`config.mk`:
```
export PLATFORM = sky130hd
export DESIGN_NAME = lorenz_euler_step_unit
export DESIGN_NICKNAME = d
export VERILOG_FILES = /design/src/lrz_pkg.sv /design/src/lrz_fxmul.sv /design/src/lorenz_euler_step_unit.sv
export SDC_FILE = /design/constraint.sdc
export NUM_CORES = 2
export LEC_CHECK = 0
export ABC_CLOCK_PERIOD_IN_PS = 21900
export BUFFER_PORTS_ARGS = -buffer_cell sky130_fd_sc_hd__buf_2
export CELL_PAD_IN_SITES_DETAIL_PLACEMENT = 0
export CELL_PAD_IN_SITES_GLOBAL_PLACEMENT = 1
export CORE_AREA = 8 8 371 373
export CTS_BUF_LIST = sky130_fd_sc_hd__clkbuf_8
export DETAILED_ROUTE_END_ITERATION = 12
export DIE_AREA = 0 0 379 381
export GPL_TIMING_DRIVEN = 0
export PLACE_DENSITY_LB_ADDON = 0.1
export SLEW_MARGIN = 10
export SYNTH_ARGS = -nofsm -noshare
export SYNTH_HDL_FRONTEND = slang
export SYNTH_SLANG_ARGS = --single-unit
```
`constraint.sdc`:
```
create_clock -name aclk -period 21.9 [get_ports aclk]
set_input_delay 3.285 -clock aclk [delete_from_list [all_inputs] [get_ports aclk]]
set_output_delay 3.285 -clock aclk [all_outputs]
set_load 0.01 [all_outputs]
```
`src/lrz_pkg.sv`:
```
// Shared constants, types and saturating helpers for the Lorenz Euler step unit.
`default_nettype none

package lrz_pkg;

    localparam int WORD_BITS  = 32;
    localparam int FRAC_BITS  = 24;
    localparam int COEF_BITS  = 31;
    localparam int STEP_BITS  = 24;
    localparam int CFG_IDX_BITS = 3;

    typedef logic signed [WORD_BITS-1:0] word_t;

    // Configuration register indexes.
    localparam logic [CFG_IDX_BITS-1:0] REG_SIGMA   = 3'd0;
    localparam logic [CFG_IDX_BITS-1:0] REG_RHO     = 3'd1;
    localparam logic [CFG_IDX_BITS-1:0] REG_BETA    = 3'd2;
    localparam logic [CFG_IDX_BITS-1:0] REG_STEP    = 3'd3;
    localparam logic [CFG_IDX_BITS-1:0] REG_START_X = 3'd4;
    localparam logic [CFG_IDX_BITS-1:0] REG_START_Y = 3'd5;
    localparam logic [CFG_IDX_BITS-1:0] REG_START_Z = 3'd6;

    // Reset values of the configuration registers.
    localparam logic [COEF_BITS-1:0] SIGMA_RST   = 31'd167772160;
    localparam logic [COEF_BITS-1:0] RHO_RST     = 31'd469762048;
    localparam logic [COEF_BITS-1:0] BETA_RST    = 31'd44739243;
    localparam logic [STEP_BITS-1:0] STEP_RST    = 24'd11744;
    localparam word_t                START_X_RST = 32'sd0;
    localparam word_t                START_Y_RST = 32'sd1677722;
    localparam word_t                START_Z_RST = 32'sd335544320;

    localparam word_t WORD_MAX = {1'b0, {(WORD_BITS-1){1'b1}}};
    localparam word_t WORD_MIN = {1'b1, {(WORD_BITS-1){1'b0}}};

    typedef struct packed {
        logic  clip;
        word_t val;
    } sat_res_t;

    function automatic sat_res_t sat_add(input word_t a, input word_t b);
        logic [WORD_BITS:0] s;
        sat_res_t           r;
        s = {a[WORD_BITS-1], a} + {b[WORD_BITS-1], b};
        r.clip = (s[WORD_BITS] != s[WORD_BITS-1]);
        r.val  = r.clip ? (s[WORD_BITS] ? WORD_MIN : WORD_MAX) : s[WORD_BITS-1:0];
        return r;
    endfunction

    function automatic sat_res_t sat_sub(input word_t a, input word_t b);
        logic [WORD_BITS:0] s;
        sat_res_t           r;
        s = {a[WORD_BITS-1], a} - {b[WORD_BITS-1], b};
        r.clip = (s[WORD_BITS] != s[WORD_BITS-1]);
        r.val  = r.clip ? (s[WORD_BITS] ? WORD_MIN : WORD_MAX) : s[WORD_BITS-1:0];
        return r;
    endfunction

endpackage

`default_nettype wire

```
`src/lrz_fxmul.sv`:
```
// Shared fixed-point multiplier: registered magnitude product, then floor rounding and saturation.
`default_nettype none

module lrz_fxmul
    import lrz_pkg::*;
(
    input  wire logic  aclk,
    input  wire logic  en,
    input  wire word_t op_a,
    input  wire word_t op_b,
    output sat_res_t   res
);

    localparam int PROD_BITS = 2 * WORD_BITS;
    localparam int Q_BITS    = PROD_BITS - FRAC_BITS + 1;

    logic [WORD_BITS-1:0] mag_a, mag_b;
    logic [PROD_BITS-1:0] prod_reg;
    logic                 neg_reg;
    logic [Q_BITS-1:0]    q, lim;
    logic                 round_up;

    assign mag_a = op_a[WORD_BITS-1] ? (~op_a + 1'b1) : op_a;
    assign mag_b = op_b[WORD_BITS-1] ? (~op_b + 1'b1) : op_b;

    always_ff @(posedge aclk) begin
        if (en) begin
            prod_reg <= mag_a * mag_b;
            neg_reg  <= op_a[WORD_BITS-1] ^ op_b[WORD_BITS-1];
        end
    end

    // Negative results round toward minus infinity, so any dropped bit bumps the magnitude.
    always_comb begin
        round_up = neg_reg & (|prod_reg[FRAC_BITS-1:0]);
        q   = {1'b0, prod_reg[PROD_BITS-1:FRAC_BITS]} + {{(Q_BITS-1){1'b0}}, round_up};
        lim = {{(Q_BITS-WORD_BITS){1'b0}}, WORD_MAX} + {{(Q_BITS-1){1'b0}}, neg_reg};
        res.clip = (q > lim);
        if (res.clip) begin
            q = lim;
        end
        res.val = neg_reg ? (~q[WORD_BITS-1:0] + 1'b1) : q[WORD_BITS-1:0];
    end

endmodule

`default_nettype wire

```
`src/lorenz_euler_step_unit.sv`:
```
// Top level of the Lorenz attractor Euler integrator with its sequencer and registers.
`default_nettype none

// Each accepted item either reloads the start position (restart = 1) or advances the
// Q8.24 position by one Euler step of the Lorenz equations, and yields one result item
// with the new position and a flag that is set if any value saturated on the way.
// A step runs eight fixed-point products in sequence through one shared 32x32
// multiplier: the idle state takes the item, the run state issues the products and
// folds them in, and the done state loads the output register once it is free; a
// restart item skips the run state. s_ready is low while an item is in work.
// Configuration writes are taken at any time, but are meant to be made while idle.

module lorenz_euler_step_unit
    import lrz_pkg::*;
(
    input  wire logic                    aclk,
    input  wire logic                    aresetn,

    input  wire logic                    s_valid,
    output logic                         s_ready,
    input  wire logic                    s_restart,

    output logic                         m_valid,
    input  wire logic                    m_ready,
    output logic signed [WORD_BITS-1:0]  m_pos_x,
    output logic signed [WORD_BITS-1:0]  m_pos_y,
    output logic signed [WORD_BITS-1:0]  m_pos_z,
    output logic                         m_clipped,

    input  wire logic                    cfg_valid,
    output logic                         cfg_ready,
    input  wire logic [CFG_IDX_BITS-1:0] cfg_index,
    input  wire logic [WORD_BITS-1:0]    cfg_data
);

    localparam logic [1:0] ST_IDLE = 2'd0;
    localparam logic [1:0] ST_RUN  = 2'd1;
    localparam logic [1:0] ST_DONE = 2'd2;

    // Product slots in issue order.
    localparam logic [2:0] OP_SIGMA = 3'd0;
    localparam logic [2:0] OP_RHO_X = 3'd1;
    localparam logic [2:0] OP_X_Z   = 3'd2;
    localparam logic [2:0] OP_X_Y   = 3'd3;
    localparam logic [2:0] OP_BETA  = 3'd4;
    localparam logic [2:0] OP_DX_H  = 3'd5;
    localparam logic [2:0] OP_DY_H  = 3'd6;
    localparam logic [2:0] OP_DZ_H  = 3'd7;
    localparam logic [3:0] CNT_LAST = 4'd8;

    logic [COEF_BITS-1:0] sigma_reg, rho_reg, beta_reg;
    logic [STEP_BITS-1:0] step_reg;
    word_t                start_x_reg, start_y_reg, start_z_reg;

    logic [1:0] state_reg, state_next;
    logic [3:0] cnt_reg, cnt_next;
    logic       clip_reg, clip_next;
    word_t      cur_x_reg, cur_x_next, cur_y_reg, cur_y_next, cur_z_reg, cur_z_next;
    word_t      diff_reg, diff_next, dx_reg, dx_next, dy_reg, dy_next, dz_reg, dz_next;
    word_t      tmp_reg, tmp_next;
    logic       m_valid_reg, m_valid_next;
    word_t      out_x_reg, out_y_reg, out_z_reg;
    logic       out_clip_reg;
    logic       out_load;

    word_t      op_a, op_b, step_w;
    logic       mul_en;
    sat_res_t   mul_res;
    logic [2:0] issue_op, post_op;
    sat_res_t   s1, s2;

    assign s_ready   = (state_reg == ST_IDLE);
    assign cfg_ready = 1'b1;
    assign m_valid   = m_valid_reg;
    assign m_pos_x   = out_x_reg;
    assign m_pos_y   = out_y_reg;
    assign m_pos_z   = out_z_reg;
    assign m_clipped = out_clip_reg;

    assign step_w   = {{(WORD_BITS-STEP_BITS){1'b0}}, step_reg};
    assign issue_op = cnt_reg[2:0];
    assign post_op  = cnt_reg[2:0] - 3'd1;
    assign mul_en   = (state_reg == ST_RUN) && !cnt_reg[3];

    always_comb begin
        case (issue_op)
            OP_SIGMA: begin op_a = {1'b0, sigma_reg}; op_b = diff_reg;  end
            OP_RHO_X: begin op_a = {1'b0, rho_reg};   op_b = cur_x_reg; end
            OP_X_Z:   begin op_a = cur_x_reg;         op_b = cur_z_reg; end
            OP_X_Y:   begin op_a = cur_x_reg;         op_b = cur_y_reg; end
            OP_BETA:  begin op_a = {1'b0, beta_reg};  op_b = cur_z_reg; end
            OP_DX_H:  begin op_a = dx_reg;            op_b = step_w;    end
            OP_DY_H:  begin op_a = dy_reg;            op_b = step_w;    end
            OP_DZ_H:  begin op_a = dz_reg;            op_b = step_w;    end
            default:  begin op_a = dz_reg;            op_b = step_w;    end
        endcase
    end

    lrz_fxmul u_mul (
        .aclk (aclk),
        .en   (mul_en),
        .op_a (op_a),
        .op_b (op_b),
        .res  (mul_res)
    );

    assign out_load = (state_reg == ST_DONE) && (!m_valid_reg || m_ready);

    always_comb begin
        state_next   = state_reg;
        cnt_next     = cnt_reg;
        clip_next    = clip_reg;
        cur_x_next   = cur_x_reg;
        cur_y_next   = cur_y_reg;
        cur_z_next   = cur_z_reg;
        diff_next    = diff_reg;
        dx_next      = dx_reg;
        dy_next      = dy_reg;
        dz_next      = dz_reg;
        tmp_next     = tmp_reg;
        m_valid_next = m_valid_reg;
        s1           = '0;
        s2           = '0;

        if (m_valid_reg && m_ready) begin
            m_valid_next = 1'b0;
        end

        case (state_reg)
            ST_IDLE: begin
                if (s_valid) begin
                    clip_next = 1'b0;
                    if (s_restart) begin
                        cur_x_next = start_x_reg;
                        cur_y_next = start_y_reg;
                        cur_z_next = start_z_reg;
                        state_next = ST_DONE;
                    end else begin
                        s1         = sat_sub(cur_y_reg, cur_x_reg);
                        diff_next  = s1.val;
                        clip_next  = s1.clip;
                        cnt_next   = 4'd0;
                        state_next = ST_RUN;
                    end
                end
            end
            ST_RUN: begin
                cnt_next = cnt_reg + 4'd1;
                // The product issued last cycle is folded in here.
                if (cnt_reg != 4'd0) begin
                    clip_next = clip_reg | mul_res.clip;
                    case (post_op)
                        OP_SIGMA: dx_next  = mul_res.val;
                        OP_RHO_X: tmp_next = mul_res.val;
                        OP_X_Z: begin
                            s1        = sat_sub(tmp_reg, cur_y_reg);
                            s2        = sat_sub(s1.val, mul_res.val);
                            dy_next   = s2.val;
                            clip_next = clip_reg | mul_res.clip | s1.clip | s2.clip;
                        end
                        OP_X_Y:   tmp_next = mul_res.val;
                        OP_BETA: begin
                            s1        = sat_sub(tmp_reg, mul_res.val);
                            dz_next   = s1.val;
                            clip_next = clip_reg | mul_res.clip | s1.clip;
                        end
                        OP_DX_H: begin
                            s1         = sat_add(cur_x_reg, mul_res.val);
                            cur_x_next = s1.val;
                            clip_next  = clip_reg | mul_res.clip | s1.clip;
                        end
                        OP_DY_H: begin
                            s1         = sat_add(cur_y_reg, mul_res.val);
                            cur_y_next = s1.val;
                            clip_next  = clip_reg | mul_res.clip | s1.clip;
                        end
                        OP_DZ_H: begin
                            s1         = sat_add(cur_z_reg, mul_res.val);
                            cur_z_next = s1.val;
                            clip_next  = clip_reg | mul_res.clip | s1.clip;
                        end
                        default: clip_next = clip_reg;
                    endcase
                end
                if (cnt_reg == CNT_LAST) begin
                    state_next = ST_DONE;
                end
            end
            ST_DONE: begin
                if (out_load) begin
                    m_valid_next = 1'b1;
                    state_next   = ST_IDLE;
                end
            end
            default: state_next = ST_IDLE;
        endcase
    end

    always_ff @(posedge aclk) begin
        if (!aresetn) begin
            state_reg   <= ST_IDLE;
            cnt_reg     <= 4'd0;
            clip_reg    <= 1'b0;
            m_valid_reg <= 1'b0;
            cur_x_reg   <= START_X_RST;
            cur_y_reg   <= START_Y_RST;
            cur_z_reg   <= START_Z_RST;
            sigma_reg   <= SIGMA_RST;
            rho_reg     <= RHO_RST;
            beta_reg    <= BETA_RST;
            step_reg    <= STEP_RST;
            start_x_reg <= START_X_RST;
            start_y_reg <= START_Y_RST;
            start_z_reg <= START_Z_RST;
        end else begin
            state_reg   <= state_next;
            cnt_reg     <= cnt_next;
            clip_reg    <= clip_next;
            m_valid_reg <= m_valid_next;
            cur_x_reg   <= cur_x_next;
            cur_y_reg   <= cur_y_next;
            cur_z_reg   <= cur_z_next;
            if (cfg_valid) begin
                case (cfg_index)
                    REG_SIGMA:   sigma_reg   <= cfg_data[COEF_BITS-1:0];
                    REG_RHO:     rho_reg     <= cfg_data[COEF_BITS-1:0];
                    REG_BETA:    beta_reg    <= cfg_data[COEF_BITS-1:0];
                    REG_STEP:    step_reg    <= cfg_data[STEP_BITS-1:0];
                    REG_START_X: start_x_reg <= cfg_data;
                    REG_START_Y: start_y_reg <= cfg_data;
                    REG_START_Z: start_z_reg <= cfg_data;
                    default: ;
                endcase
            end
        end
    end

    always_ff @(posedge aclk) begin
        diff_reg <= diff_next;
        dx_reg   <= dx_next;
        dy_reg   <= dy_next;
        dz_reg   <= dz_next;
        tmp_reg  <= tmp_next;
        if (out_load) begin
            out_x_reg    <= cur_x_reg;
            out_y_reg    <= cur_y_reg;
            out_z_reg    <= cur_z_reg;
            out_clip_reg <= clip_reg;
        end
    end

endmodule

`default_nettype wire
```
==> metrics.txt <==
Worst Path Required=22.42 ns; dominant cell type by area after synthesis=fa_1; Seq. cell area=0.01602 sq mm; clk_skew=around 0.074 ns; root buffer cell=clkbuf_8; Setup crit end kind=flip-flop; CTS Hold Bufs=0; Hold Path Class=flip-flop to flip-flop; post-synth net total=9844; Routability Congestion=1.077; Area Overhead vs Synth=8.424%; routed len/inst=29.91 um; drt first-iter violations=8326; Mapped Cells=8369; Max stage delay on crit path=approximately 1 ns; Die Y=approximately 380 um; post-route minimum period=around 18 ns; clk buf depth=3; Seq/Total Area, Yosys=21.88%; Slew @ Worst Pin=1.439 ns; Post-synth ARST share=0%; fin. max-slew vios=0; Startpoint Class=flip-flop; CP max-delay cell=xor2_1; Final HPWL DP=253400 um; Post-synth EDFFs=322; CP Buf/Inv Count=17; nets@finish=10130; Ports=between 100 and 150; PortBufs=138; via count of the routed design=roughly 67000; Worst EP arrival=~18 ns; CORE AREA=0.1321 sq mm; CTS Buf Count=107; CTS H-tree depth=3; FILL cells=roughly 12000; Die Wd=roughly 380 um; fmax=56.63 MHz; area of the multi-input gates=~0.052 sq mm; Top delay family on crit path=adder cells; post-synthesis average cell area=8.746 sq um; Worst-path clk slew=about 0.070 ns; vias per cell=around 6.3; Netlist Area Pre-Place=~0.073 sq mm; RSZ-0062 raised after global routing=false; total negative slack=0 ns; buffer count from post-CTS setup fixing=0; Worst Path Class, Setup=flip-flop to flip-flop; overall routing resource usage=a little over two fifths; share of post-route cells with drive strength above 1=6.200%; max_cap viols=0; Netlist cell types=99; largest net degree at the start of global routing=35; clk_lat worst skew=0.85 ns; yosys warns=0; synthesized flop and latch total=639; final WL=315200 um; post-CTS resize count=0; CTS tree=yes; dpl ws=a little over 5 ns; number of global-route vias before repair=65520; row count=134; Slew headroom=3.756%; area of the die=0.1444 sq mm; Overflow after GRT=0; CTS Sinks=639; antenna violations before repair=31; status=finished clean; first-pass GRT wire length=450300 um; Hold Fails Final Rpt=0; Tcrit/Tclk final=80.64%; Critical Path Fanout Max=10; Worst path most repeated cell=fa_1; initial core utilization=55.40%; Synth Flop Type=edfxtp_1; iteration count of the initial detailed-routing pass=10; top cell type's share of synthesized area=between 20% and 30%; DR DRC count=0; Final WS setup=4.240 ns; Detail Route Antenna Nets=0; max reg flops=64; setup violators final=0; top post-synthesis cells by area=fa_1 (25%), edfxtp_1 (13%), ha_1 (9.1%), dfxtp_1 (8.7%), nand2_1 (7.0%)
[tightest hold or removal path: stages, from the launching register on]
cell,delay (ns)
dfxtp_1,0.31
nand2_1,0.04
a21boi_0,0.06
[layout make-up]
type | instances | area share [%]
timing repair buffer | 174 | 1.512
buffer | 410 | 2.165
clock buffer | 121 | 2.098
inverter | 1121 | 5.302
antenna | 28 | 0.08828
multi-input combinational | 6199 | 64.98
tap | 1768 | 2.787
sequential | 639 | 20.18
clock inverter | 78 | 0.8923
[placed cells by master (no fill, tap or decap), types with 22 or more instances in the layout]
master / synthesis / layout
nand2_1: 1372 / 1372
inv_1: 1120 / 1147
fa_1: 903 / 903
nor2_1: 551 / 546
ha_1: 531 / 531
a21oi_1: 436 / 434
o21ai_0: 366 / 359
edfxtp_1: 322 / 322
dfxtp_1: 317 / 317
clkbuf_1: 311 / 311
xnor2_1: 235 / 221
buf_2: 74 / 212
a21boi_0: 202 / 201
nand3_1: 169 / 169
a21o_1: 141 / 141
xor2_1: 148 / 136
clkbuf_8: 0 / 121
and2_1: 117 / 117
nor3_1: 97 / 96
a31oi_1: 73 / 71
o211ai_1: 62 / 62
a222oi_1: 56 / 56
and3_1: 56 / 55
nand2b_1: 55 / 55
o21a_1: 52 / 52
nand4_1: 47 / 47
o21bai_1: 41 / 41
nor2b_1: 40 / 40
a211oi_1: 36 / 36
a22oi_1: 34 / 32
diode_2: 0 / 28
o31ai_1: 27 / 27
maj3_1: 23 / 23
buf_6: 9 / 22
[stage by stage]
stage	instance area (sq um)	util, %	instances	hold slack [ns]
after floorplan	73200	-	8369	0.4324
after global placement	76100	57.60	10280	0.4477
after detailed placement	76910	58.21	10310	0.4543
after CTS	79280	60.01	10510	0.4638
after global routing	79330	60.05	10530	0.4822
final	79360	60.07	10540	0.4618
[cell usage after synthesis (52+ instances only)]
library cell / count
nor3_1: 97
nor2_1: 551
and3_1: 56
a21oi_1: 436
nand3_1: 169
a222oi_1: 56
buf_2: 74
a21o_1: 141
nand2b_1: 55
nand2_1: 1372
o211ai_1: 62
and2_1: 117
xnor2_1: 235
fa_1: 903
clkbuf_1: 311
xor2_1: 148
inv_1: 1120
ha_1: 531
a21boi_0: 202
a31oi_1: 73
o21a_1: 52
dfxtp_1: 317
edfxtp_1: 322
o21ai_0: 366
[logic make-up after synthesis]
| group | count (synthesis) | share of synthesized area, % |
|---|---|---|
| AOI/OAI and AO/OA | 1718 | 15.37 |
| xor gates and xnor gates | 392 | 4.813 |
| adders and majority gates | 1457 | 34.09 |
| buffers and inverters | 1531 | 8.095 |
| DFF | 639 | 21.88 |
| muxes | 23 | 0.3367 |
| other | 1 | 0.005123 |
| and+or+nand+nor | 2608 | 15.42 |
[final timing paths]
| path | startpoint | to | slack, ns | depth (start not counted) |
|---|---|---|---|---|
| worst max-delay path | cnt_reg[2] | u_mul.prod_reg[57] | 4.24 | 46 |
| worst min-delay path | step_reg[17] | step_reg[17] | 0.46 | 2 |
| worst max register to register | cnt_reg[2] | u_mul.prod_reg[57] | 4.24 | 46 |
| worst min register to register | step_reg[17] | step_reg[17] | 0.46 | 2 |
[metal layers]
metal / GRT usage [%] / up-vias / part of all wire [%]
li1: - / 28330 / -
met3: 11.14 / 1298 / 12
met5: 0 / - / 0.026
met2: 63.58 / 4310 / 42
met1: 53.01 / 32580 / 36
met4: 34.46 / 12 / 11
Power is not shown: default switching activity piles up to over one toggle a cycle in this logic, so the estimate is an artifact.
